## config.mk

```make
export PLATFORM = sky130hd
export DESIGN_NAME = piecewise_fuzzy_hash_engine_core_flat
export DESIGN_NICKNAME = d
export VERILOG_FILES = /design/src/rtl/pfh_pkg.sv /design/src/rtl/pfh_req_if.sv /design/src/rtl/pfh_rsp_if.sv /design/src/rtl/piecewise_fuzzy_hash_engine_core.sv /design/src/rtl/pfh_roll.sv /design/src/rtl/pfh_block.sv /design/src/rtl/pfh_out_buf.sv /design/src/flat_wrapper.sv
export SDC_FILE = /design/constraint.sdc
export NUM_CORES = 1
export LEC_CHECK = 0
export ABC_AREA = 1
export BUFFER_PORTS_ARGS = -buffer_cell sky130_fd_sc_hd__buf_2
export CAP_MARGIN = 15
export CORE_MARGIN = 2
export CORE_UTILIZATION = 59
export DETAILED_ROUTE_END_ITERATION = 8
export PLACE_DENSITY = 0.75
export SLEW_MARGIN = 20
export SYNTH_ARGS = -nofsm -noshare
export SYNTH_HDL_FRONTEND = slang
export SYNTH_HIERARCHICAL = 1
export SYNTH_SLANG_ARGS = --single-unit
```

## constraint.sdc

```tcl
create_clock -name clock -period 9 [get_ports clock]
set_clock_uncertainty 0.15 [all_clocks]
set_input_delay 0 -clock clock [delete_from_list [all_inputs] [get_ports clock]]
set_output_delay 0 -clock clock [all_outputs]
set_load 0.005 [all_outputs]
```

## src/rtl/pfh_pkg.sv

```systemverilog
// Package for the piecewise fuzzy hash engine: constants, word types and the
// helper functions for the block trigger test and the base64 symbol lookup.
// No dependencies.
package pfh_pkg;

   // Rolling window
   localparam int WINDOW_LEN = 7;
   localparam int POS_W      = $clog2(WINDOW_LEN);
   localparam int XOR_SHIFT  = 5;

   // FNV-1 constants
   localparam logic [31:0] FNV_BASIS = 32'd2166136261;
   localparam logic [31:0] FNV_MULT  = 32'd16777619;

   // Item modes
   localparam logic MODE_DATA = 1'b0;
   localparam logic MODE_END  = 1'b1;

   // Signature parts
   localparam logic PART_ONE = 1'b0;
   localparam logic PART_TWO = 1'b1;

   // Base64 alphabet anchors (ASCII)
   localparam logic [6:0] CHAR_UPPER_A = 7'd65;
   localparam logic [6:0] CHAR_LOWER_A = 7'd97;
   localparam logic [6:0] CHAR_DIGIT_0 = 7'd48;
   localparam logic [6:0] CHAR_PLUS    = 7'd43;
   localparam logic [6:0] CHAR_SLASH   = 7'd47;

   typedef logic [4:0] shift_type;

   // Word handed from the rolling stage to the block hash stage
   typedef struct packed {
      logic        mode;
      logic [7:0]  data_byte;
      logic [31:0] roll;
   } roll_word_type;

   // One result word
   typedef struct packed {
      logic       which_part;
      logic [6:0] symbol_char;
      logic       last;
   } rsp_entry_type;

   // Up to two result words produced by one item
   typedef struct packed {
      logic [1:0]    count;
      rsp_entry_type first;
      rsp_entry_type second;
   } result_pair_type;

   // Add two residues modulo 3
   function automatic logic [1:0] mod3_add(input logic [1:0] a, input logic [1:0] b);
      logic [2:0] s;
      s = {1'b0, a} + {1'b0, b};
      return (s >= 3'd3) ? 2'(s - 3'd3) : s[1:0];
   endfunction

   // 32-bit value modulo 3: base-4 digits each weigh 1 mod 3, reduced as a tree
   function automatic logic [1:0] mod3_32(input logic [31:0] v);
      logic [1:0] l0 [16];
      logic [1:0] l1 [8];
      logic [1:0] l2 [4];
      logic [1:0] l3 [2];
      for (int i = 0; i < 16; i++) begin
         l0[i] = (v[2*i +: 2] == 2'd3) ? 2'd0 : v[2*i +: 2];
      end
      for (int i = 0; i < 8; i++) begin
         l1[i] = mod3_add(l0[2*i], l0[2*i+1]);
      end
      for (int i = 0; i < 4; i++) begin
         l2[i] = mod3_add(l1[2*i], l1[2*i+1]);
      end
      for (int i = 0; i < 2; i++) begin
         l3[i] = mod3_add(l2[2*i], l2[2*i+1]);
      end
      return mod3_add(l3[0], l3[1]);
   endfunction

   // roll mod (3 << k) == (3 << k) - 1, for k up to 32:
   // low k bits all ones and (roll >> k) mod 3 == 2
   function automatic logic block_hit(input logic [31:0] roll, input logic [5:0] k);
      logic [31:0] low_mask;
      logic        low_ok;
      logic [31:0] upper;
      low_mask = ~(32'hFFFF_FFFF << k);
      low_ok   = &(roll | ~low_mask);
      upper    = roll >> k;
      return low_ok && (mod3_32(upper) == 2'd2);
   endfunction

   // Base64 character of a six-bit index
   function automatic logic [6:0] b64_char(input logic [5:0] idx);
      logic [6:0] ix;
      logic [6:0] ch;
      ix = {1'b0, idx};
      priority if (ix < 7'd26) begin
         ch = CHAR_UPPER_A + ix;
      end else if (ix < 7'd52) begin
         ch = CHAR_LOWER_A + ix - 7'd26;
      end else if (ix < 7'd62) begin
         ch = CHAR_DIGIT_0 + ix - 7'd52;
      end else if (ix == 7'd62) begin
         ch = CHAR_PLUS;
      end else begin
         ch = CHAR_SLASH;
      end
      return ch;
   endfunction

endpackage

```

## src/rtl/pfh_req_if.sv

```systemverilog
// Input channel of the fuzzy hash engine: one file byte or an end marker
// per word. No dependencies.
interface pfh_req_if;
   logic       valid;
   logic       ready;
   logic       mode;
   logic [7:0] data_byte;

   modport source (output valid, output mode, output data_byte, input ready);
   modport sink   (input valid, input mode, input data_byte, output ready);
endinterface

```

## src/rtl/pfh_rsp_if.sv

```systemverilog
// Result channel of the fuzzy hash engine: one signature character per word.
// No dependencies.
interface pfh_rsp_if;
   logic       valid;
   logic       ready;
   logic       which_part;
   logic [6:0] symbol_char;
   logic       last;

   modport source (output valid, output which_part, output symbol_char, output last,
                   input ready);
   modport sink   (input valid, input which_part, input symbol_char, input last,
                   output ready);
endinterface

```

## src/rtl/piecewise_fuzzy_hash_engine_core.sv

```systemverilog
// Piecewise fuzzy hash engine, top level: rolling stage, block hash stage
// and output buffer. Depends on pfh_pkg, pfh_req_if, pfh_rsp_if and submodules.
//
// Takes one file byte per word and produces the two parts of a
// context-triggered piecewise signature as base64 characters, part one at
// block size 3 << block_shift and part two at twice that. An end word flushes
// any part with pending bytes and clears all hash state; block_shift keeps its
// value. One word is accepted every cycle unless the output buffer holds the
// input back. Results pass through the rolling stage register and the output
// buffer, which holds one item's results; an item that gives two characters
// holds back the next item and the input while both its characters are held.
// The per-byte loop is the FNV multiply in the block hash stage, run in
// parallel with the trigger test. block_shift is written through
// csr_write_enable/csr_write_data; the user must write it only while idle,
// which the block itself does not enforce.
module piecewise_fuzzy_hash_engine_core (
   input  logic               clock,
   input  logic               reset,
   input  logic               csr_write_enable,
   input  pfh_pkg::shift_type csr_write_data,
   pfh_req_if.sink            req_chan,
   pfh_rsp_if.source          rsp_chan
);
   import pfh_pkg::*;

   shift_type       block_shift_ff;
   logic            accept;
   logic            a_valid;
   logic            b_go;
   logic            can_load;
   roll_word_type   a_word;
   result_pair_type pair;

   // Configuration register
   always_ff @(posedge clock) begin
      if (reset) begin
         block_shift_ff <= '0;
      end else if (csr_write_enable) begin
         block_shift_ff <= csr_write_data;
      end
   end

   // Handshake: the rolling stage frees up whenever the block stage takes its word
   assign b_go           = a_valid && can_load;
   assign req_chan.ready = !a_valid || b_go;
   assign accept         = req_chan.valid && req_chan.ready;

   pfh_roll u_roll (
      .clock   (clock),
      .reset   (reset),
      .accept  (accept),
      .in_mode (req_chan.mode),
      .in_byte (req_chan.data_byte),
      .taken   (b_go),
      .valid   (a_valid),
      .word    (a_word)
   );

   pfh_block u_block (
      .clock       (clock),
      .reset       (reset),
      .go          (b_go),
      .word        (a_word),
      .block_shift (block_shift_ff),
      .pair        (pair)
   );

   pfh_out_buf u_out_buf (
      .clock    (clock),
      .reset    (reset),
      .load     (b_go),
      .pair     (pair),
      .can_load (can_load),
      .rsp_chan (rsp_chan)
   );

endmodule

```

## src/rtl/pfh_roll.sv

```systemverilog
// Rolling hash stage: window, sums and shift-xor, updated on each accepted data
// word and cleared by an accepted end word. Depends on pfh_pkg.
module pfh_roll (
   input  logic                  clock,
   input  logic                  reset,
   input  logic                  accept,
   input  logic                  in_mode,
   input  logic [7:0]            in_byte,
   input  logic                  taken,
   output logic                  valid,
   output pfh_pkg::roll_word_type word
);
   import pfh_pkg::*;

   logic [31:0]      window_sum_ff, window_sum_in;
   logic [31:0]      weighted_ff, weighted_in;
   logic [31:0]      shift_xor_ff, shift_xor_in;
   logic [7:0]       byte_window_ff [WINDOW_LEN];
   logic [POS_W-1:0] pos_ff, pos_in;
   logic             valid_ff, valid_in;
   roll_word_type    word_ff, word_in;
   logic [31:0]      b32;

   // Next rolling state for a data byte
   always_comb begin
      b32           = {24'd0, in_byte};
      window_sum_in = window_sum_ff + b32 - {24'd0, byte_window_ff[pos_ff]};
      weighted_in   = weighted_ff - window_sum_ff + (32'(WINDOW_LEN) * b32);
      shift_xor_in  = (shift_xor_ff << XOR_SHIFT) ^ b32;
      pos_in        = (pos_ff == POS_W'(WINDOW_LEN - 1)) ? '0 : pos_ff + 1'b1;
      word_in.mode      = in_mode;
      word_in.data_byte = in_byte;
      word_in.roll      = window_sum_in + weighted_in + shift_xor_in;
   end

   // Stage valid: set on accept, cleared when the next stage takes the word
   always_comb begin
      if (accept) begin
         valid_in = 1'b1;
      end else if (taken) begin
         valid_in = 1'b0;
      end else begin
         valid_in = valid_ff;
      end
   end

   always_ff @(posedge clock) begin
      if (reset) begin
         valid_ff <= 1'b0;
      end else begin
         valid_ff <= valid_in;
      end
   end

   // Rolling state; an end word returns it to its cleared value
   always_ff @(posedge clock) begin
      if (reset || (accept && in_mode == MODE_END)) begin
         window_sum_ff <= '0;
         weighted_ff   <= '0;
         shift_xor_ff  <= '0;
         pos_ff        <= '0;
         for (int i = 0; i < WINDOW_LEN; i++) begin
            byte_window_ff[i] <= '0;
         end
      end else if (accept) begin
         window_sum_ff          <= window_sum_in;
         weighted_ff            <= weighted_in;
         shift_xor_ff           <= shift_xor_in;
         pos_ff                 <= pos_in;
         byte_window_ff[pos_ff] <= in_byte;
      end
   end

   // Payload register
   always_ff @(posedge clock) begin
      if (accept) begin
         word_ff <= word_in;
      end
   end

   assign valid = valid_ff;
   assign word  = word_ff;

endmodule

```

## src/rtl/pfh_block.sv

```systemverilog
// Block hash stage: two FNV-1 hashes, trigger test and flush on end words.
// Depends on pfh_pkg.
module pfh_block (
   input  logic                    clock,
   input  logic                    reset,
   input  logic                    go,
   input  pfh_pkg::roll_word_type  word,
   input  pfh_pkg::shift_type      block_shift,
   output pfh_pkg::result_pair_type pair
);
   import pfh_pkg::*;

   logic [31:0] fnv1_ff, fnv1_in;
   logic [31:0] fnv2_ff, fnv2_in;
   logic        pend1_ff, pend1_in;
   logic        pend2_ff, pend2_in;
   logic [31:0] b32;
   logic [31:0] prod1, prod2;
   logic [5:0]  k1, k2;
   logic        hit1, hit2;
   logic        v0, v1;
   logic [31:0] h0, h1;

   // Hash absorb and trigger test run side by side
   always_comb begin
      b32   = {24'd0, word.data_byte};
      prod1 = (fnv1_ff * FNV_MULT) ^ b32;
      prod2 = (fnv2_ff * FNV_MULT) ^ b32;
      k1    = {1'b0, block_shift};
      k2    = k1 + 6'd1;
      hit1  = block_hit(word.roll, k1);
      hit2  = block_hit(word.roll, k2);
   end

   // Candidate results and next hash state
   always_comb begin
      if (word.mode == MODE_DATA) begin
         v0       = hit1;
         h0       = prod1;
         v1       = hit2;
         h1       = prod2;
         fnv1_in  = hit1 ? FNV_BASIS : prod1;
         fnv2_in  = hit2 ? FNV_BASIS : prod2;
         pend1_in = !hit1;
         pend2_in = !hit2;
      end else begin
         v0       = pend1_ff;
         h0       = fnv1_ff;
         v1       = pend2_ff;
         h1       = fnv2_ff;
         fnv1_in  = FNV_BASIS;
         fnv2_in  = FNV_BASIS;
         pend1_in = 1'b0;
         pend2_in = 1'b0;
      end
   end

   // Pack results; part one always ahead of part two
   always_comb begin
      pair.count              = {v0 & v1, v0 ^ v1};
      pair.second.which_part  = PART_TWO;
      pair.second.symbol_char = b64_char(h1[5:0]);
      pair.second.last        = 1'b1;
      if (v0) begin
         pair.first.which_part  = PART_ONE;
         pair.first.symbol_char = b64_char(h0[5:0]);
         pair.first.last        = !v1;
      end else begin
         pair.first = pair.second;
      end
   end

   always_ff @(posedge clock) begin
      if (reset) begin
         fnv1_ff  <= FNV_BASIS;
         fnv2_ff  <= FNV_BASIS;
         pend1_ff <= 1'b0;
         pend2_ff <= 1'b0;
      end else if (go) begin
         fnv1_ff  <= fnv1_in;
         fnv2_ff  <= fnv2_in;
         pend1_ff <= pend1_in;
         pend2_ff <= pend2_in;
      end
   end

   // A part with nothing pending must hold a fresh hash
   a_idle_one_fresh : assert property (@(posedge clock) disable iff (reset)
      !pend1_ff |-> fnv1_ff == FNV_BASIS)
      else $error("part one idle with stale hash");

   a_idle_two_fresh : assert property (@(posedge clock) disable iff (reset)
      !pend2_ff |-> fnv2_ff == FNV_BASIS)
      else $error("part two idle with stale hash");

   // An end word leaves both parts cleared
   a_end_clears : assert property (@(posedge clock) disable iff (reset)
      go && word.mode == MODE_END |=> !pend1_ff && !pend2_ff)
      else $error("end word did not clear pending parts");

endmodule

```

## src/rtl/pfh_out_buf.sv

```systemverilog
// Output buffer: holds the one or two result words of an item and drives
// the result channel. Depends on pfh_pkg and pfh_rsp_if.
module pfh_out_buf (
   input  logic                     clock,
   input  logic                     reset,
   input  logic                     load,
   input  pfh_pkg::result_pair_type pair,
   output logic                     can_load,
   pfh_rsp_if.source                rsp_chan
);
   import pfh_pkg::*;

   logic [1:0]    cnt_ff, cnt_in;
   rsp_entry_type slot0_ff, slot0_in;
   rsp_entry_type slot1_ff, slot1_in;
   logic          pop;

   // Pop from slot 0; slot 1 moves up behind it
   always_comb begin
      pop      = (cnt_ff != 2'd0) && rsp_chan.ready;
      can_load = (cnt_ff == 2'd0) || ((cnt_ff == 2'd1) && rsp_chan.ready);
      if (load) begin
         cnt_in   = pair.count;
         slot0_in = pair.first;
         slot1_in = pair.second;
      end else if (pop) begin
         cnt_in   = cnt_ff - 2'd1;
         slot0_in = slot1_ff;
         slot1_in = slot1_ff;
      end else begin
         cnt_in   = cnt_ff;
         slot0_in = slot0_ff;
         slot1_in = slot1_ff;
      end
   end

   always_ff @(posedge clock) begin
      if (reset) begin
         cnt_ff <= 2'd0;
      end else begin
         cnt_ff <= cnt_in;
      end
   end

   always_ff @(posedge clock) begin
      slot0_ff <= slot0_in;
      slot1_ff <= slot1_in;
   end

   assign rsp_chan.valid       = (cnt_ff != 2'd0);
   assign rsp_chan.which_part  = slot0_ff.which_part;
   assign rsp_chan.symbol_char = slot0_ff.symbol_char;
   assign rsp_chan.last        = slot0_ff.last;

   // Never more than the two words one item can give
   a_cnt_range : assert property (@(posedge clock) disable iff (reset)
      cnt_ff != 2'd3)
      else $error("output buffer overfilled");

   // With two words held, only the second closes the item
   a_pair_order : assert property (@(posedge clock) disable iff (reset)
      cnt_ff == 2'd2 |-> slot1_ff.last && !slot0_ff.last)
      else $error("last flag misplaced in output pair");

endmodule

```

## src/flat_wrapper.sv

```systemverilog
// flat-port wrapper written by rule: the top's interface ports become plain ports
module piecewise_fuzzy_hash_engine_core_flat import pfh_pkg::*;
  (clock, reset, csr_write_enable, csr_write_data, req_chan_valid, req_chan_mode, req_chan_data_byte, req_chan_ready, rsp_chan_valid, rsp_chan_which_part, rsp_chan_symbol_char, rsp_chan_last, rsp_chan_ready);
  pfh_req_if req_chan_i ();
  pfh_rsp_if rsp_chan_i ();
  input  logic clock;
  input  logic reset;
  input  logic csr_write_enable;
  input  pfh_pkg::shift_type csr_write_data;
  input wire logic [$bits(req_chan_i.valid)-1:0] req_chan_valid;
  input wire logic [$bits(req_chan_i.mode)-1:0] req_chan_mode;
  input wire logic [$bits(req_chan_i.data_byte)-1:0] req_chan_data_byte;
  output wire logic [$bits(req_chan_i.ready)-1:0] req_chan_ready;
  output wire logic [$bits(rsp_chan_i.valid)-1:0] rsp_chan_valid;
  output wire logic [$bits(rsp_chan_i.which_part)-1:0] rsp_chan_which_part;
  output wire logic [$bits(rsp_chan_i.symbol_char)-1:0] rsp_chan_symbol_char;
  output wire logic [$bits(rsp_chan_i.last)-1:0] rsp_chan_last;
  input wire logic [$bits(rsp_chan_i.ready)-1:0] rsp_chan_ready;
  assign req_chan_i.valid = req_chan_valid;
  assign req_chan_i.mode = req_chan_mode;
  assign req_chan_i.data_byte = req_chan_data_byte;
  assign req_chan_ready = req_chan_i.ready;
  assign rsp_chan_valid = rsp_chan_i.valid;
  assign rsp_chan_which_part = rsp_chan_i.which_part;
  assign rsp_chan_symbol_char = rsp_chan_i.symbol_char;
  assign rsp_chan_last = rsp_chan_i.last;
  assign rsp_chan_i.ready = rsp_chan_ready;
  piecewise_fuzzy_hash_engine_core u_core (.clock(clock), .reset(reset), .csr_write_enable(csr_write_enable), .csr_write_data(csr_write_data), .req_chan(req_chan_i), .rsp_chan(rsp_chan_i));
endmodule
```

==> results.toml <==
[run_status]
status = "finished, final reports clean"

[sta]
finalSetupViolCount = 0
worst_pin_slew_ns = 1.05
slew_headroom = 0.299
timing.final.ws_setup_ns = 0.0496
post-route-period-util = 0.994
final_hold_viol_count = 0
fmax_mhz = 112
report.final.slew_viol_count = 0
min_period_ns = 8.95
grt_setup_unrepaired = "true"

[drt]
post_drt_via_cell_ratio = 5.65
vias = 21600
wl_per_cell_microns = 17.5
drt-total-wl_microns = 67000
firstDrtPassIters = 7
ant_nets = 0
route.detailed.drc = 0
drt_first_iter_violations = 1718

[place]
placed_area_sq_um = 23800
dpl.hpwl_microns = 51500
place_congestion = 0.999
pre_cts_slack_ns = -0.0938
io_buffers = 29

[job]
maxCapViolCount = 0

[cells_and_area]
drive_gt1_frac = 0.125
mostFrequentLayoutCell = "nand2_1"
fin_util = 0.677
area_growth_pct = 13.2
fill_cells = 3295
final_area_sq_um = 26100
final_nets = 3615
final_cell_mix = "733 x nand2_1, 485 x inv_1, 339 x nor2_1"
diodes = 0

[critical_path]
cp-end-kind = "flop"
cp_slowest_stage_delay_ns = 0.62
crit_path_top_delay_cell = "fa_1"
cp_top_family = "adder cells"
start_kind = "flop"
crit_fanout = 9
crit_type = "flop to flop"
path_buf_inv = 6
cp.required_ns = 9.31
cp_data_arrival_time_ns = 9.26

[floorplan]
core_region_area_sq_um = 38600
num_rows = 72
die_x_microns = 202
pin_count = 30
die-area_sq_um = 40800
die_h_microns = 202
initial_core_util = 0.598

[global_routing]
track_usage = 0.321
grt_pass1_wl_microns = 106000
antenna_found_initial = 1
grt_pass1_vias = 21100
grt_remaining_overflow = 0
grt_max_degree = 74

[yosys]
ys_warn_count = 6
synthesis.area_sq_um = 23100
avgSynthCellArea_sq_um = 7.24
netlist_instances = 3192

[min_path]
min_path_type = "primary input to flop"

[clocking]
cts_inserted_buffers = 30
cts.sinks = 240
path_clk_slew_ns = 0.06
root_buffer = "clkbuf_16"
clkLatencyLatePin_ns = 0.60
htreeDepth = 1
cts_buffer_depth = 3
cts_tree = "done"
## worst register-to-register path, delay by kind of cell, from the launching register on
family | cells | cell delay, ns
XOR/XNOR | 2 | 0.35
adder cells (fa/ha/maj) | 10 | 3.38
AND/OR/NAND/NOR | 12 | 1.72
buffers and inverters | 6 | 0.74
flip-flops | 1 | 0.36
multiplexers | 1 | 0.22
AO/OA/AOI/OAI | 9 | 1.93
## final cells by class
type / instances / area (sq um) / share of cell area
sequential: 240 / 5940 / 0.227
tap: 518 / 648 / 0.0248
clock buffer: 39 / 817 / 0.0312
clock inverter: 17 / 175 / 0.00670
timing repair inverter: 1 / 5.00 / 0.000191
timing repair buffer: 129 / 1090 / 0.0416
inverter: 518 / 1950 / 0.0747
multi-input combinational: 2364 / 15500 / 0.594
## stage by stage
stage	hold WS, ns	instances	setup TNS [ns]
2_1_floorplan	-0.0809	3193	0
3_3_place_gp	0.0823	3701	0
3_5_place_dp	0.0866	3701	-0.156
4_1_cts	0.0183	3787	0
5_1_grt	0.0196	3826	-1.35
6_report	0.0195	3826	0
## final timing paths
path | start | endpoint | slack, ns | cells after the start
max | u_core/block_shift_ff[0]$_SDFFE_PP0P_ | u_core/u_out_buf/cnt_ff[0]$_SDFFE_PP0P_ | 0.05 | 40
min | req_chan_valid | u_core/u_roll/valid$_SDFFE_PP0P_ | 0.02 | 4
max reg2reg | u_core/block_shift_ff[0]$_SDFFE_PP0P_ | u_core/u_out_buf/cnt_ff[0]$_SDFFE_PP0P_ | 0.05 | 40
min reg2reg | u_core/u_roll/weighted_ff[29]$_SDFFE_PP0P_ | u_core/u_roll/weighted_ff[29]$_SDFFE_PP0P_ | 0.31 | 2
## sequential cells by signal, summed over array words and instances, names as in the netlist, named ones only
name	cells
u_core/u_block/fnv1_ff	6
u_core/u_roll/shift_xor_ff	27
u_core/u_roll/byte_window_ff	64
u_core/u_block/pend1_ff	1
u_core/u_roll/valid	1
u_core/u_out_buf/slot1_ff	9
u_core/u_block/fnv2_ff	6
u_core/u_out_buf/rsp_chan.symbol_char	7
u_core/u_roll/pos_ff	3
u_core/u_roll/weighted_ff	32
u_core/u_out_buf/rsp_chan.which_part	1
u_core/u_block/pend2_ff	1
u_core/block_shift_ff	5
u_core/u_roll/window_sum_ff	32
u_core/u_out_buf/cnt_ff	2
u_core/u_roll/word	39
u_core/u_out_buf/rsp_chan.last	1
## per-layer routing
metal  routed length [microns]  track usage  vias to the layer above  part of all wire
met5                        12            0                        -           0.00018
met4                      2710        0.119                        2             0.040
met3                      4700       0.0422                      176             0.070
met2                     31200        0.539                      756              0.47
met1                     28300        0.424                    10100              0.42
li1                          -            -                    10500                 -
## timing repair
action                                  4_1_cts  5_1_grt
endpoints found under the setup margin       10       25
hold buffers                                 30        0
gates resized for setup                       2      260
cloned                                        0        6
pin swaps                                     0       70
hold endpoints to repair                     92        0
setup buffers                                 0       33
Power is left out: the tool's default activity adds up to more than one toggle a clock period on the data nets, which glitch-free logic cannot reach.
